[config.mk]
export PLATFORM = sky130hd
export DESIGN_NAME = ypk_cfg
export DESIGN_NICKNAME = d
export VERILOG_FILES = /design/src/ypk_pkg.sv /design/src/ypk_cfg.sv
export SDC_FILE = /design/constraint.sdc
export NUM_CORES = 1
export LEC_CHECK = 0
export BUFFER_PORTS_ARGS = -buffer_cell sky130_fd_sc_hd__buf_2
export CORE_ASPECT_RATIO = 1.75
export CORE_MARGIN = 3
export CORE_UTILIZATION = 45
export CTS_BUF_LIST = sky130_fd_sc_hd__clkbuf_4
export CTS_CLUSTER_SIZE = 10
export DETAILED_ROUTE_END_ITERATION = 16
export HOLD_SLACK_MARGIN = 0.06
export PLACE_DENSITY = 0.72
export SLEW_MARGIN = 10
export SYNTH_ARGS = -nofsm -noshare
export SYNTH_HDL_FRONTEND = slang
export SYNTH_SLANG_ARGS = --single-unit
[constraint.sdc]
create_clock -name clk_i -period 5.6 [get_ports clk_i]
set_clock_uncertainty 0.2 [all_clocks]
set_input_delay 1.12 -clock clk_i [delete_from_list [all_inputs] [get_ports clk_i]]
set_output_delay 1.12 -clock clk_i [all_outputs]
set_load 0.03 [all_outputs]
[src/ypk_pkg.sv]
// shared types, register indexes and status codes of the planar to uyvy packer
package ypk_pkg;

  localparam int unsigned MAX_WIDTH_DEF = 2048;
  localparam int unsigned MAX_ROWS      = 2048;

  localparam int unsigned CFG_IDX_W = 3;
  localparam int unsigned PAIRS_W   = 13;
  localparam int unsigned ROWS_W    = 12;
  localparam int unsigned ROW_IDX_W = 11;

  localparam logic [CFG_IDX_W-1:0] REG_FRAME_WIDTH     = 3'd0;
  localparam logic [CFG_IDX_W-1:0] REG_FRAME_HEIGHT    = 3'd1;
  localparam logic [CFG_IDX_W-1:0] REG_ROW_STRIDE      = 3'd2;
  localparam logic [CFG_IDX_W-1:0] REG_TARGET_CAPACITY = 3'd3;
  localparam logic [CFG_IDX_W-1:0] REG_SOURCE_LENGTH   = 3'd4;

  localparam logic [1:0] STATUS_OK              = 2'd0;
  localparam logic [1:0] STATUS_TARGET_SMALL    = 2'd1;
  localparam logic [1:0] STATUS_SOURCE_MISMATCH = 2'd2;

  typedef struct packed {
    logic [7:0] chroma_red;
    logic [7:0] chroma_blue;
    logic [7:0] luma_second;
    logic [7:0] luma_first;
  } in_beat_t;

  typedef struct packed {
    logic        frame_end;
    logic [1:0]  status;
    logic [31:0] target_address;
    logic [31:0] packed_word;
  } out_beat_t;

  typedef struct packed {
    logic [1:0]         status;
    logic [PAIRS_W-1:0] pairs;
    logic [ROWS_W-1:0]  rows;
    logic               empty;
  } frame_info_t;

  typedef struct packed {
    logic        emit;
    logic        err;
    logic        go;
    logic        odd_row;
    logic        frame_end;
    logic [1:0]  status;
    logic [31:0] address;
  } step_t;

endpackage

[src/ypk_cfg.sv]
// configuration registers and the derived frame limits and status
module ypk_cfg #(
  parameter int unsigned MAX_WIDTH = ypk_pkg::MAX_WIDTH_DEF
) (
  input  logic                           clk_i,
  input  logic                           rst_ni,
  input  logic                           wr_i,
  input  logic [ypk_pkg::CFG_IDX_W-1:0]  index_i,
  input  logic [31:0]                    data_i,
  output ypk_pkg::frame_info_t           info_o,
  output logic [15:0]                    stride_o,
  output logic                           busy_o
);

  localparam logic [ypk_pkg::PAIRS_W-1:0] DEPTH_P = ypk_pkg::PAIRS_W'(MAX_WIDTH / 2);
  localparam logic [ypk_pkg::ROWS_W-1:0]  ROWS_P  = ypk_pkg::ROWS_W'(ypk_pkg::MAX_ROWS);

  logic [11:0] width_q, height_q;
  logic [15:0] stride_q;
  logic [31:0] capacity_q, source_q;
  logic [23:0] pixels_q, pixels_d;
  logic [1:0]  settle_q, settle_d;
  ypk_pkg::frame_info_t info_q, info_d;

  logic [24:0] twice_pix;
  logic [24:0] expect_len;
  logic [ypk_pkg::PAIRS_W-1:0] half_w;
  logic [ypk_pkg::ROWS_W-1:0]  even_h;

  always_ff @(posedge clk_i or negedge rst_ni) begin
    if (!rst_ni) begin
      width_q    <= '0;
      height_q   <= '0;
      stride_q   <= '0;
      capacity_q <= '0;
      source_q   <= '0;
    end else if (wr_i) begin
      case (index_i)
        ypk_pkg::REG_FRAME_WIDTH:     width_q    <= data_i[11:0];
        ypk_pkg::REG_FRAME_HEIGHT:    height_q   <= data_i[11:0];
        ypk_pkg::REG_ROW_STRIDE:      stride_q   <= data_i[15:0];
        ypk_pkg::REG_TARGET_CAPACITY: capacity_q <= data_i;
        ypk_pkg::REG_SOURCE_LENGTH:   source_q   <= data_i;
        default: ;
      endcase
    end
  end

  assign pixels_d = 24'(width_q) * 24'(height_q);

  always_comb begin
    twice_pix  = {pixels_q, 1'b0};
    expect_len = 25'(pixels_q) + 25'(pixels_q >> 1);
    half_w     = ypk_pkg::PAIRS_W'(width_q[11:1]);
    even_h     = {height_q[11:1], 1'b0};

    if (capacity_q < 32'(twice_pix)) begin
      info_d.status = ypk_pkg::STATUS_TARGET_SMALL;
    end else if (source_q != 32'(expect_len)) begin
      info_d.status = ypk_pkg::STATUS_SOURCE_MISMATCH;
    end else begin
      info_d.status = ypk_pkg::STATUS_OK;
    end
    info_d.pairs = (half_w > DEPTH_P) ? DEPTH_P : half_w;
    info_d.rows  = (even_h > ROWS_P) ? ROWS_P : even_h;
    info_d.empty = (info_d.pairs == '0) || (info_d.rows == '0);
  end

  // limits are recomputed after a write: product first, then compares
  assign settle_d = wr_i ? 2'd2 : ((settle_q != 2'd0) ? settle_q - 2'd1 : 2'd0);

  always_ff @(posedge clk_i or negedge rst_ni) begin
    if (!rst_ni) begin
      pixels_q <= '0;
      settle_q <= '0;
      info_q   <= '{status: ypk_pkg::STATUS_OK, pairs: '0, rows: '0, empty: 1'b1};
    end else begin
      pixels_q <= pixels_d;
      settle_q <= settle_d;
      info_q   <= info_d;
    end
  end

  assign info_o   = info_q;
  assign stride_o = stride_q;
  assign busy_o   = (settle_q != 2'd0);

endmodule

==> flow_metrics.tcl <==
set metrics [dict create \
    critical_path.startpoint_type "register" \
    asyncSetResetFlopFracSynth 1.00 \
    setup_violations_final 0 \
    hold_path_class "reg -> reg" \
    io_buffers 79 \
    hold_path_startpoint "settle_q[0]" \
    synth_area_leaders "dfrtp_1, fa_1, ha_1, mux2_2, inv_1" \
    first_iter_violations 462 \
    report.final.slew_viol_count 0 \
    synth_top_area_frac 0.310 \
    critPathMaxFanout 8 \
    grt_max_degree 89 \
    boundaryPins 83 \
    chipHeight_um 225 \
    max_slew_margin 0.223 \
    cts.root.buffer_cell "clkbuf_4" \
    grt_antenna_before_repair 3 \
    fill_cells 2317 \
    vias_in_the_first_global_route 9691 \
    dieWidth_um 131 \
    totalWireLength_mm 32.0 \
    globalRouteOverflowTotal 0 \
    synth_seq_area_share 0.313 \
    finalWeightedCongestion 0.905 \
    synthTopCellsByCount "inv_1, dfrtp_1, ha_1, nand2_1, mux2_2" \
    fmaxAchievable_ghz 0.185 \
    layout.nets 1558 \
    max_cap_viol_count 0 \
    arrival_ns 5.71 \
    tritoncts "built" \
    worstReg2RegEnd "pixels_q[22]" \
    routedWlPerCell_um 18.9 \
    cts.clk_slew.worst_paths_ns 0.13 \
    hold_viol_final 0 \
    synth.ff_latch_count 154 \
    syn2layout_area_growth_pct 13.1 \
    detailedPlace.worstSlack_ns 0.00588 \
    finalWorstSetupSlack_ns 0.207 \
    detail-route-antenna-nets 0 \
    mappedNetlistArea_sq_um 12300 \
    grtUsageTotal 0.222 \
    holdPathEnd "settle_q[0]" \
    placeableCoreArea_sq_um 26800 \
    postSynthCellCount 1196 \
    tritoncts.num_buffers 17 \
    remaining_drc_errors 0 \
    tritoncts_num_sinks 154 \
    placementRows 79 \
    timing.reg2reg.worst_path_depth 21 \
    drive_gt1_frac 0.241 \
    status "finished clean" \
    clock_tree.htree_level_count 4 \
    post_synth_edffs 0 \
    vias 9001 \
    min_period_ns 5.39 \
    netlist-cell-type-count 67 \
    synth_ff_type "dfrtp_1" \
    clock_latency_on_the_worst_skew_pair_ns 0.62 \
    drt-vias-per-instance 5.33 \
    min_period_over_period 0.963 \
    synthesis.yosys.warnings 0 \
    design.die.area_sq_um 29500 \
    rrSetupSlack_ns 0.21 \
    critical_path_class "reg -> reg" \
    grt_pass1_wl_mm 50.7 \
    firstDrtPassIters 5 \
    worstHoldPathCells 1 \
    synth.avg_cell_area_sq_um 10.3 \
    crit_path_end_kind "register" \
    dp_hpwl_mm 26.0 \
    worst-endpoint-required_ns 5.91 \
    worstMarginPinSlew_ns 1.16 \
    synth_largest_area_cell "dfrtp_1" \
    clock_tree.buffer_depth 2 \
    start_util 0.460 \
    critical_path.reg2reg.startpoint "height_q[4]" \
    synth_most_common_cell "inv_1" \
]
repair_timing:
item / in CTS / in global routing
setup buffers: 0 / 11
endpoints found under the hold margin: 0 / 0
pin swaps: 0 / 25
endpoints found under the setup margin: 2 / 7
gates resized for setup: 1 / 38
hold buffers: 0 / 0
worst max-delay path by stage:
stage	endpoint	depth (start not counted)	slack (ns)	start
floorplan	pixels_q[22]	20	0.12	height_q[5]
finish	pixels_q[22]	21	0.21	height_q[4]
global route	pixels_q[22]	18	-0.003	height_q[3]
global placement	pixels_q[23]	19	0.10	height_q[5]
CTS	pixels_q[22]	18	0.008	width_q[1]
detailed placement	pixels_q[23]	19	0.006	height_q[5]
per-layer routing:
metal | vias to the layer above | GRT usage | share of wire
li1 | 4196 | - | -
met1 | 4511 | 0.223 | 0.36
met2 | 200 | 0.433 | 0.56
met3 | 94 | 0.0284 | 0.026
met4 | 0 | 0.129 | 0.058
met5 | - | 0 | 0
metrics by stage:
step / instance area (sq um) / hold WS (ns) / std cells / util / TNS [ns]
6_report: 14000 / 0.263 / 1689 / 0.521 / 0
5_1_grt: 14000 / 0.302 / 1689 / 0.521 / -0.00330
4_1_cts: 13700 / 0.258 / 1676 / 0.512 / 0
3_5_place_dp: 13400 / 0.250 / 1644 / 0.500 / 0
3_3_place_gp: 13400 / 0.233 / 1644 / 0.500 / 0
2_1_floorplan: 12300 / 0.220 / 1198 / - / 0
logic make-up (layout without fill, tap and decap cells):
logic type      after synthesis  in the layout  share of synthesized area
buf+inv                     206            331                     0.0643
other cells                   1              5                   0.000304
xor+xnor                     49             49                     0.0348
simple gates                320            320                      0.130
flops                       154            154                      0.313
fa+ha+maj                   210            210                      0.275
compound gates              152            152                     0.0884
mux                         104            104                     0.0948
cell usage in the layout, fill, tap and decap left out, types with 33 or more instances in the layout:
cell	netlist	routed
a21oi_1	36	33
and2_1	68	66
buf_2	1	78
buf_4	3	55
dfrtp_1	153	139
fa_1	101	100
ha_1	109	103
inv_1	161	160
mux2_2	102	102
nand2_1	109	106
nor2_1	33	33
registers in the layout, summed over array words and instances (netlist names):
register    cells
width_q        12
info_o         25
height_q       12
source_q       32
pixels_q       24
stride_o       16
capacity_q     31
settle_q        2
layout make-up:
type	instances	area, sq um	share of cell area
Clock inverter	15	188	0.0135
Timing Repair Buffer	138	868	0.0622
Inverter	161	604	0.0433
Clock buffer	17	128	0.00915
Antenna cell	2	5.00	0.000359
Multi-Input combinational cell	838	7830	0.561
Tap cell	364	455	0.0326
Sequential cell	154	3870	0.278
worst max-delay path, cell delays in order (launching register included):
cell and delay [ns]:
dfrtp_2 0.46, buf_4 0.14, buf_4 0.10, nand2_1 0.06, fa_1 0.50, inv_1 0.04
ha_1 0.18, fa_1 0.43, ha_1 0.29, inv_1 0.05, fa_1 0.54, inv_1 0.05
ha_1 0.30, nor2b_1 0.16, o31a_1 0.26, o211a_1 0.27, o2111ai_2 0.17, nand2_1 0.10
o41a_1 0.42, a41o_1 0.25, o21ba_1 0.18, xor2_1 0.13
Power is not shown: default switching activity piles up to over one toggle a cycle in this logic, so the estimate is an artifact.
