## src/ypk_pkg.sv

```systemverilog
// shared types, register indexes and status codes of the planar to uyvy packer
package ypk_pkg;

  localparam int unsigned MAX_WIDTH_DEF = 2048;
  localparam int unsigned MAX_ROWS      = 2048;

  localparam int unsigned CFG_IDX_W = 3;
  localparam int unsigned PAIRS_W   = 13;
  localparam int unsigned ROWS_W    = 12;
  localparam int unsigned ROW_IDX_W = 11;

  localparam logic [CFG_IDX_W-1:0] REG_FRAME_WIDTH     = 3'd0;
  localparam logic [CFG_IDX_W-1:0] REG_FRAME_HEIGHT    = 3'd1;
  localparam logic [CFG_IDX_W-1:0] REG_ROW_STRIDE      = 3'd2;
  localparam logic [CFG_IDX_W-1:0] REG_TARGET_CAPACITY = 3'd3;
  localparam logic [CFG_IDX_W-1:0] REG_SOURCE_LENGTH   = 3'd4;

  localparam logic [1:0] STATUS_OK              = 2'd0;
  localparam logic [1:0] STATUS_TARGET_SMALL    = 2'd1;
  localparam logic [1:0] STATUS_SOURCE_MISMATCH = 2'd2;

  typedef struct packed {
    logic [7:0] chroma_red;
    logic [7:0] chroma_blue;
    logic [7:0] luma_second;
    logic [7:0] luma_first;
  } in_beat_t;

  typedef struct packed {
    logic        frame_end;
    logic [1:0]  status;
    logic [31:0] target_address;
    logic [31:0] packed_word;
  } out_beat_t;

  typedef struct packed {
    logic [1:0]         status;
    logic [PAIRS_W-1:0] pairs;
    logic [ROWS_W-1:0]  rows;
    logic               empty;
  } frame_info_t;

  typedef struct packed {
    logic        emit;
    logic        err;
    logic        go;
    logic        odd_row;
    logic        frame_end;
    logic [1:0]  status;
    logic [31:0] address;
  } step_t;

endpackage

```

## src/ypk_walk.sv

```systemverilog
// raster position counters and per-beat decision
module ypk_walk #(
  parameter int unsigned COL_W = 10
) (
  input  logic                 clk_i,
  input  logic                 rst_ni,
  input  logic                 accept_i,
  input  ypk_pkg::frame_info_t info_i,
  input  logic [15:0]          stride_i,
  output ypk_pkg::step_t       step_o,
  output logic [COL_W-1:0]     col_o
);

  logic [COL_W-1:0]              col_q, col_d;
  logic [ypk_pkg::ROW_IDX_W-1:0] row_q, row_d;
  logic [31:0]                   base_q, base_d;
  logic [ypk_pkg::PAIRS_W-1:0]   col_inc;
  logic [ypk_pkg::ROWS_W-1:0]    row_inc;
  logic                          last_col, last_row;

  always_comb begin
    col_inc  = ypk_pkg::PAIRS_W'(col_q) + 1'b1;
    row_inc  = ypk_pkg::ROWS_W'(row_q) + 1'b1;
    // a position at or past the limit counts as the last one
    last_col = (col_inc >= info_i.pairs);
    last_row = (row_inc >= info_i.rows);

    step_o.err       = (info_i.status != ypk_pkg::STATUS_OK);
    step_o.go        = !step_o.err && !info_i.empty;
    step_o.emit      = step_o.err || !info_i.empty;
    step_o.odd_row   = row_q[0];
    step_o.frame_end = last_col && last_row;
    step_o.status    = info_i.status;
    step_o.address   = base_q + {(32 - COL_W - 2)'(0), col_q, 2'b00};

    col_d  = col_q;
    row_d  = row_q;
    base_d = base_q;
    if (accept_i && step_o.go) begin
      if (!last_col) begin
        col_d = col_q + 1'b1;
      end else if (!last_row) begin
        col_d  = '0;
        row_d  = row_q + 1'b1;
        base_d = base_q + 32'(stride_i);
      end else begin
        col_d  = '0;
        row_d  = '0;
        base_d = '0;
      end
    end
  end

  always_ff @(posedge clk_i or negedge rst_ni) begin
    if (!rst_ni) begin
      col_q  <= '0;
      row_q  <= '0;
      base_q <= '0;
    end else begin
      col_q  <= col_d;
      row_q  <= row_d;
      base_q <= base_d;
    end
  end

  assign col_o = col_q;

endmodule

```

## config.mk

```make
export PLATFORM = sky130hd
export DESIGN_NAME = ypk_walk
export DESIGN_NICKNAME = d
export VERILOG_FILES = /design/src/ypk_pkg.sv /design/src/ypk_walk.sv
export SDC_FILE = /design/constraint.sdc
export NUM_CORES = 1
export LEC_CHECK = 0
export BUFFER_PORTS_ARGS = -buffer_cell sky130_fd_sc_hd__clkbuf_2
export CORE_UTILIZATION = 45
export CTS_CLUSTER_DIAMETER = 30
export DETAILED_ROUTE_END_ITERATION = 10
export GPL_TIMING_DRIVEN = 0
export PLACE_DENSITY = 0.7
export SYNTH_ARGS = -nofsm -noshare
export SYNTH_HDL_FRONTEND = slang
export SYNTH_SLANG_ARGS = --single-unit
```

## constraint.sdc

```tcl
create_clock -name clk_i -period 3.2 [get_ports clk_i]
set_clock_uncertainty 0.05 [all_clocks]
set_input_delay 0.16 -clock clk_i [delete_from_list [all_inputs] [get_ports clk_i]]
set_output_delay 0.16 -clock clk_i [all_outputs]
set_load 0.02 [all_outputs]
```

==> impl_summary.log <==
INFO  metric finalCritPeriodShare = 102.6%
INFO  metric port_buffers = 95
INFO  metric num-fill-cells = 938
INFO  metric overflow = 0
INFO  metric worstSetupStartpoint = row_q[1]
INFO  metric synth_top_cell_area_share = 27.28%
INFO  metric edff_count_synth = 0
INFO  metric nNetsFinal = 834
INFO  metric drtPass1Iterations = 5
INFO  metric cts-root-to-sink-buffers = 2
INFO  metric yosys_warnings = 0
INFO  metric ctsHtreeMaxLevel = 2
INFO  metric avgRoutedWirePerCell = 16.16 um
INFO  metric antenna_violating_nets_post_route = 0
INFO  metric place_congestion = 0.8300
INFO  metric detail_route.iter0.violations = 414
INFO  metric cts.root.buffer_cell = sky130_fd_sc_hd__clkbuf_8
INFO  metric netlist_top_cells_area = sky130_fd_sc_hd__dfrtp_1 (27%), sky130_fd_sc_hd__ha_1 (13%), sky130_fd_sc_hd__xnor2_1 (7.2%)
INFO  metric worstHoldPathCells = 3
INFO  metric slew_headroom = 47.65%
INFO  metric row_count = 37
INFO  metric finish.cell_count_without_fillers = 871
INFO  metric timing.final.crit_period = 3284 ps
INFO  metric timing.setup.critical_path_class = flop to flop
INFO  metric regToRegStartpoint = row_q[1]
INFO  metric die_height = 105.9 um
INFO  metric detail_route.vias_per_cell = 5.732
INFO  metric hold_path_startpoint = accept_i
INFO  metric outcome = finished, violations left
INFO  metric cap_violations = 0
INFO  metric p_per_area = 237.3 mW/mm2
INFO  metric critical_path_arrival = 3490 ps
INFO  metric via_count = 4993
INFO  metric syn-num-nets = 699
INFO  metric ios = 96
INFO  metric hpwl = 10200 um
INFO  metric violated_checks = negative setup slack
INFO  metric initial_core_util = 46.67%
INFO  metric post-route-worst-setup-slack = -83.69 ps
INFO  metric hold-worst-slack = 107.8 ps
INFO  metric placedCellCount = 830
INFO  metric avgSynthCellArea = 8.115 um2
INFO  metric antennaDiodeCount = 0
INFO  metric grt_start_max_net_pins = 54
INFO  metric slew_at_the_pin_closest_to_its_max_slew_limit = 781.6 ps
INFO  metric number_of_cts_inserted_buffers = 5
INFO  metric die_x = 105.9 um
INFO  metric setup_viol = 7
INFO  metric rsz0062_at_grt = yes
INFO  metric final_max_slew_viol_count = 0
INFO  metric synth.yosys.seq_area_share = 27.28%
INFO  metric synth_flop_cell = sky130_fd_sc_hd__dfrtp_1
INFO  metric fmaxAchievable = 0.3045 GHz
INFO  metric hp-class = input port to flop
INFO  metric synth_top_area_cell = sky130_fd_sc_hd__dfrtp_1
INFO  metric finalHoldViolations = 0
INFO  metric synthesis.instances = 599
INFO  metric drive_above_1_share = 31.56%
INFO  metric clk-insertion-delay-late = 320 ps
INFO  metric syn2layout_area_growth = 31.51%
INFO  metric total_routed_length = 14080 um
INFO  metric kind_of_end_point_of_the_critical_path = flop
INFO  metric post_synth_instance_area = 0.004861 mm2
INFO  metric postSynthRegisterBits = 53
INFO  metric grt_util_all_layers = 24.42%
INFO  metric leakage = 3.058 nW
INFO  metric ir_drop = 181.2 uV
INFO  metric worstSetupStartpointType = flop
INFO  metric vias_in_the_first_global_route = 4548
INFO  metric clk_pin_slew = 110 ps
INFO  metric clock_tree_from_tritoncts = built
INFO  metric post_synth_num_cell_types = 56
INFO  metric global_route_wire_length_before_repair = 22140 um
INFO  metric clock-sinks = 53
INFO  metric core_area = 0.01042 mm2
INFO  metric timing.critical_path.fanout_max = 5
INFO  metric die_area = 0.01122 mm2
INFO  metric synthArstFlopShare = 100.0%
INFO  metric critPathRequiredTime = 3410 ps
INFO  metric drc_errors = 0
INFO  metric r2r_worst_path_depth = 15
INFO  metric initial_antenna_violation_count = 0
## routing by layer
layer	GRT usage, %	part of all wire, %	vias up
met5	0	0	-
met4	5.655	1.8	0
met3	2.943	4.7	27
met2	40.85	48	161
met1	33.67	46	2384
li1	-	-	2421
## path summary, 6_finish.rpt
path | slack (ps) | end
worst max-delay path | -80 | base_q[30]
worst min-delay path | 110 | col_o[4]
worst max register to register | -80 | base_q[30]
worst min register to register | 480 | base_q[8]
max in group asynchronous | 2230 | row_q[0]
min in group asynchronous | 360 | base_q[12]
## area by class of cell
type | count | area, um2 | share of cell area (%)
clock buffer | 5 | 68.82 | 1.077
timing repair buffer | 129 | 777.0 | 12.16
clock inverter | 3 | 25.02 | 0.3915
multi-input combinational | 487 | 3722 | 58.23
sequential | 53 | 1333 | 20.85
buffer | 23 | 165.2 | 2.584
tap | 136 | 170.2 | 2.662
inverter | 35 | 131.4 | 2.055
## cells in the mapped netlist (5+ instances only)
cell type                  count
sky130_fd_sc_hd__clkbuf_1     12
sky130_fd_sc_hd__o311ai_0      6
sky130_fd_sc_hd__nand2_1      89
sky130_fd_sc_hd__o21ai_0      57
sky130_fd_sc_hd__a22o_1        7
sky130_fd_sc_hd__nor2_1       28
sky130_fd_sc_hd__nand2b_1      7
sky130_fd_sc_hd__inv_1        35
sky130_fd_sc_hd__a21oi_1      33
sky130_fd_sc_hd__o31ai_1      16
sky130_fd_sc_hd__buf_4         5
sky130_fd_sc_hd__xnor2_1      40
sky130_fd_sc_hd__nand3_1      31
sky130_fd_sc_hd__o211ai_1      6
sky130_fd_sc_hd__a21o_1        7
sky130_fd_sc_hd__nand4_1      13
sky130_fd_sc_hd__dfrtp_1      53
sky130_fd_sc_hd__xor2_1       18
sky130_fd_sc_hd__and3_1       11
sky130_fd_sc_hd__ha_1         51
sky130_fd_sc_hd__nor3_1       10
## logic make-up after synthesis
kind of cell               after synthesis  share of synthesized area (%)
AOI/OAI and AO/OA                      163                          22.16
and+or+nand+nor                        213                          20.80
xor gates and xnor gates                58                          10.45
adders and majority gates               53                          13.95
DFF                                     53                          27.28
buffers and inverters                   59                          5.354
## layout by cell type, fill, tap and decap left out, types with 23 or more instances in the layout
cell type | netlist | final
sky130_fd_sc_hd__dfrtp_1 | 53 | 48
sky130_fd_sc_hd__nor2_1 | 28 | 23
sky130_fd_sc_hd__xnor2_1 | 40 | 36
sky130_fd_sc_hd__nand2_1 | 89 | 87
sky130_fd_sc_hd__a21oi_1 | 33 | 30
sky130_fd_sc_hd__o21ai_0 | 57 | 34
sky130_fd_sc_hd__buf_4 | 5 | 36
sky130_fd_sc_hd__inv_1 | 35 | 34
sky130_fd_sc_hd__ha_1 | 51 | 47
sky130_fd_sc_hd__clkbuf_2 | 0 | 92
sky130_fd_sc_hd__nand3_1 | 31 | 24
## state kept, by name (all words and copies together), names as in the netlist
name / flops
col_o: 10
row_q: 11
base_q: 32
## per-stage QoR
step / instance area [um2] / TNS (ps) / power (W) / setup WS (ps) / util [%]
finish: 6392 / -229.2 / 0.001517 / -83.69 / 61.37
global route: 6392 / -4380 / 0.001594 / -254.4 / 61.37
CTS: 5937 / -181.2 / 0.001487 / -95.31 / 57.00
detailed placement: 5518 / -19400 / 0.001052 / -559.6 / 52.97
global placement: 5518 / -14890 / 0.001042 / -423.7 / 52.97
floorplan: 4872 / 0 / 0.0009302 / 16.34 / -
## report_power, final
part / total [W] / leakage [nW] / internal [W] / switching [W]
Combinational: 0.000378 / 2.29 / 0.000159 / 0.000219
Clock: 0.000416 / 0.0447 / 0.000159 / 0.000257
Sequential: 0.000723 / 0.725 / 0.000688 / 0.0000341
## critical path, cell delays in order, from the launching register on
cell	delay [ps]
sky130_fd_sc_hd__dfrtp_1	440
sky130_fd_sc_hd__ha_4	170
sky130_fd_sc_hd__nand3_4	80
sky130_fd_sc_hd__nor2_4	90
sky130_fd_sc_hd__and3_4	190
sky130_fd_sc_hd__and3_4	210
sky130_fd_sc_hd__xnor2_4	120
sky130_fd_sc_hd__inv_2	60
sky130_fd_sc_hd__ha_4	210
sky130_fd_sc_hd__a211o_1	330
sky130_fd_sc_hd__a2111oi_4	220
sky130_fd_sc_hd__a21oi_2	130
sky130_fd_sc_hd__buf_4	150
sky130_fd_sc_hd__nand2b_4	160
sky130_fd_sc_hd__or4_1	500
sky130_fd_sc_hd__o21ai_1	100
## timing repair
item / CTS / global route
cloned: 0 / 1
resized for setup: 46 / 97
hold buffers: 0 / 1
buffers inserted: 22 / 10
hold endpoints to repair: 0 / 53
pin swaps: 12 / 23
setup endpoints to repair: 67 / 61
(Power assumes the default switching activity.)
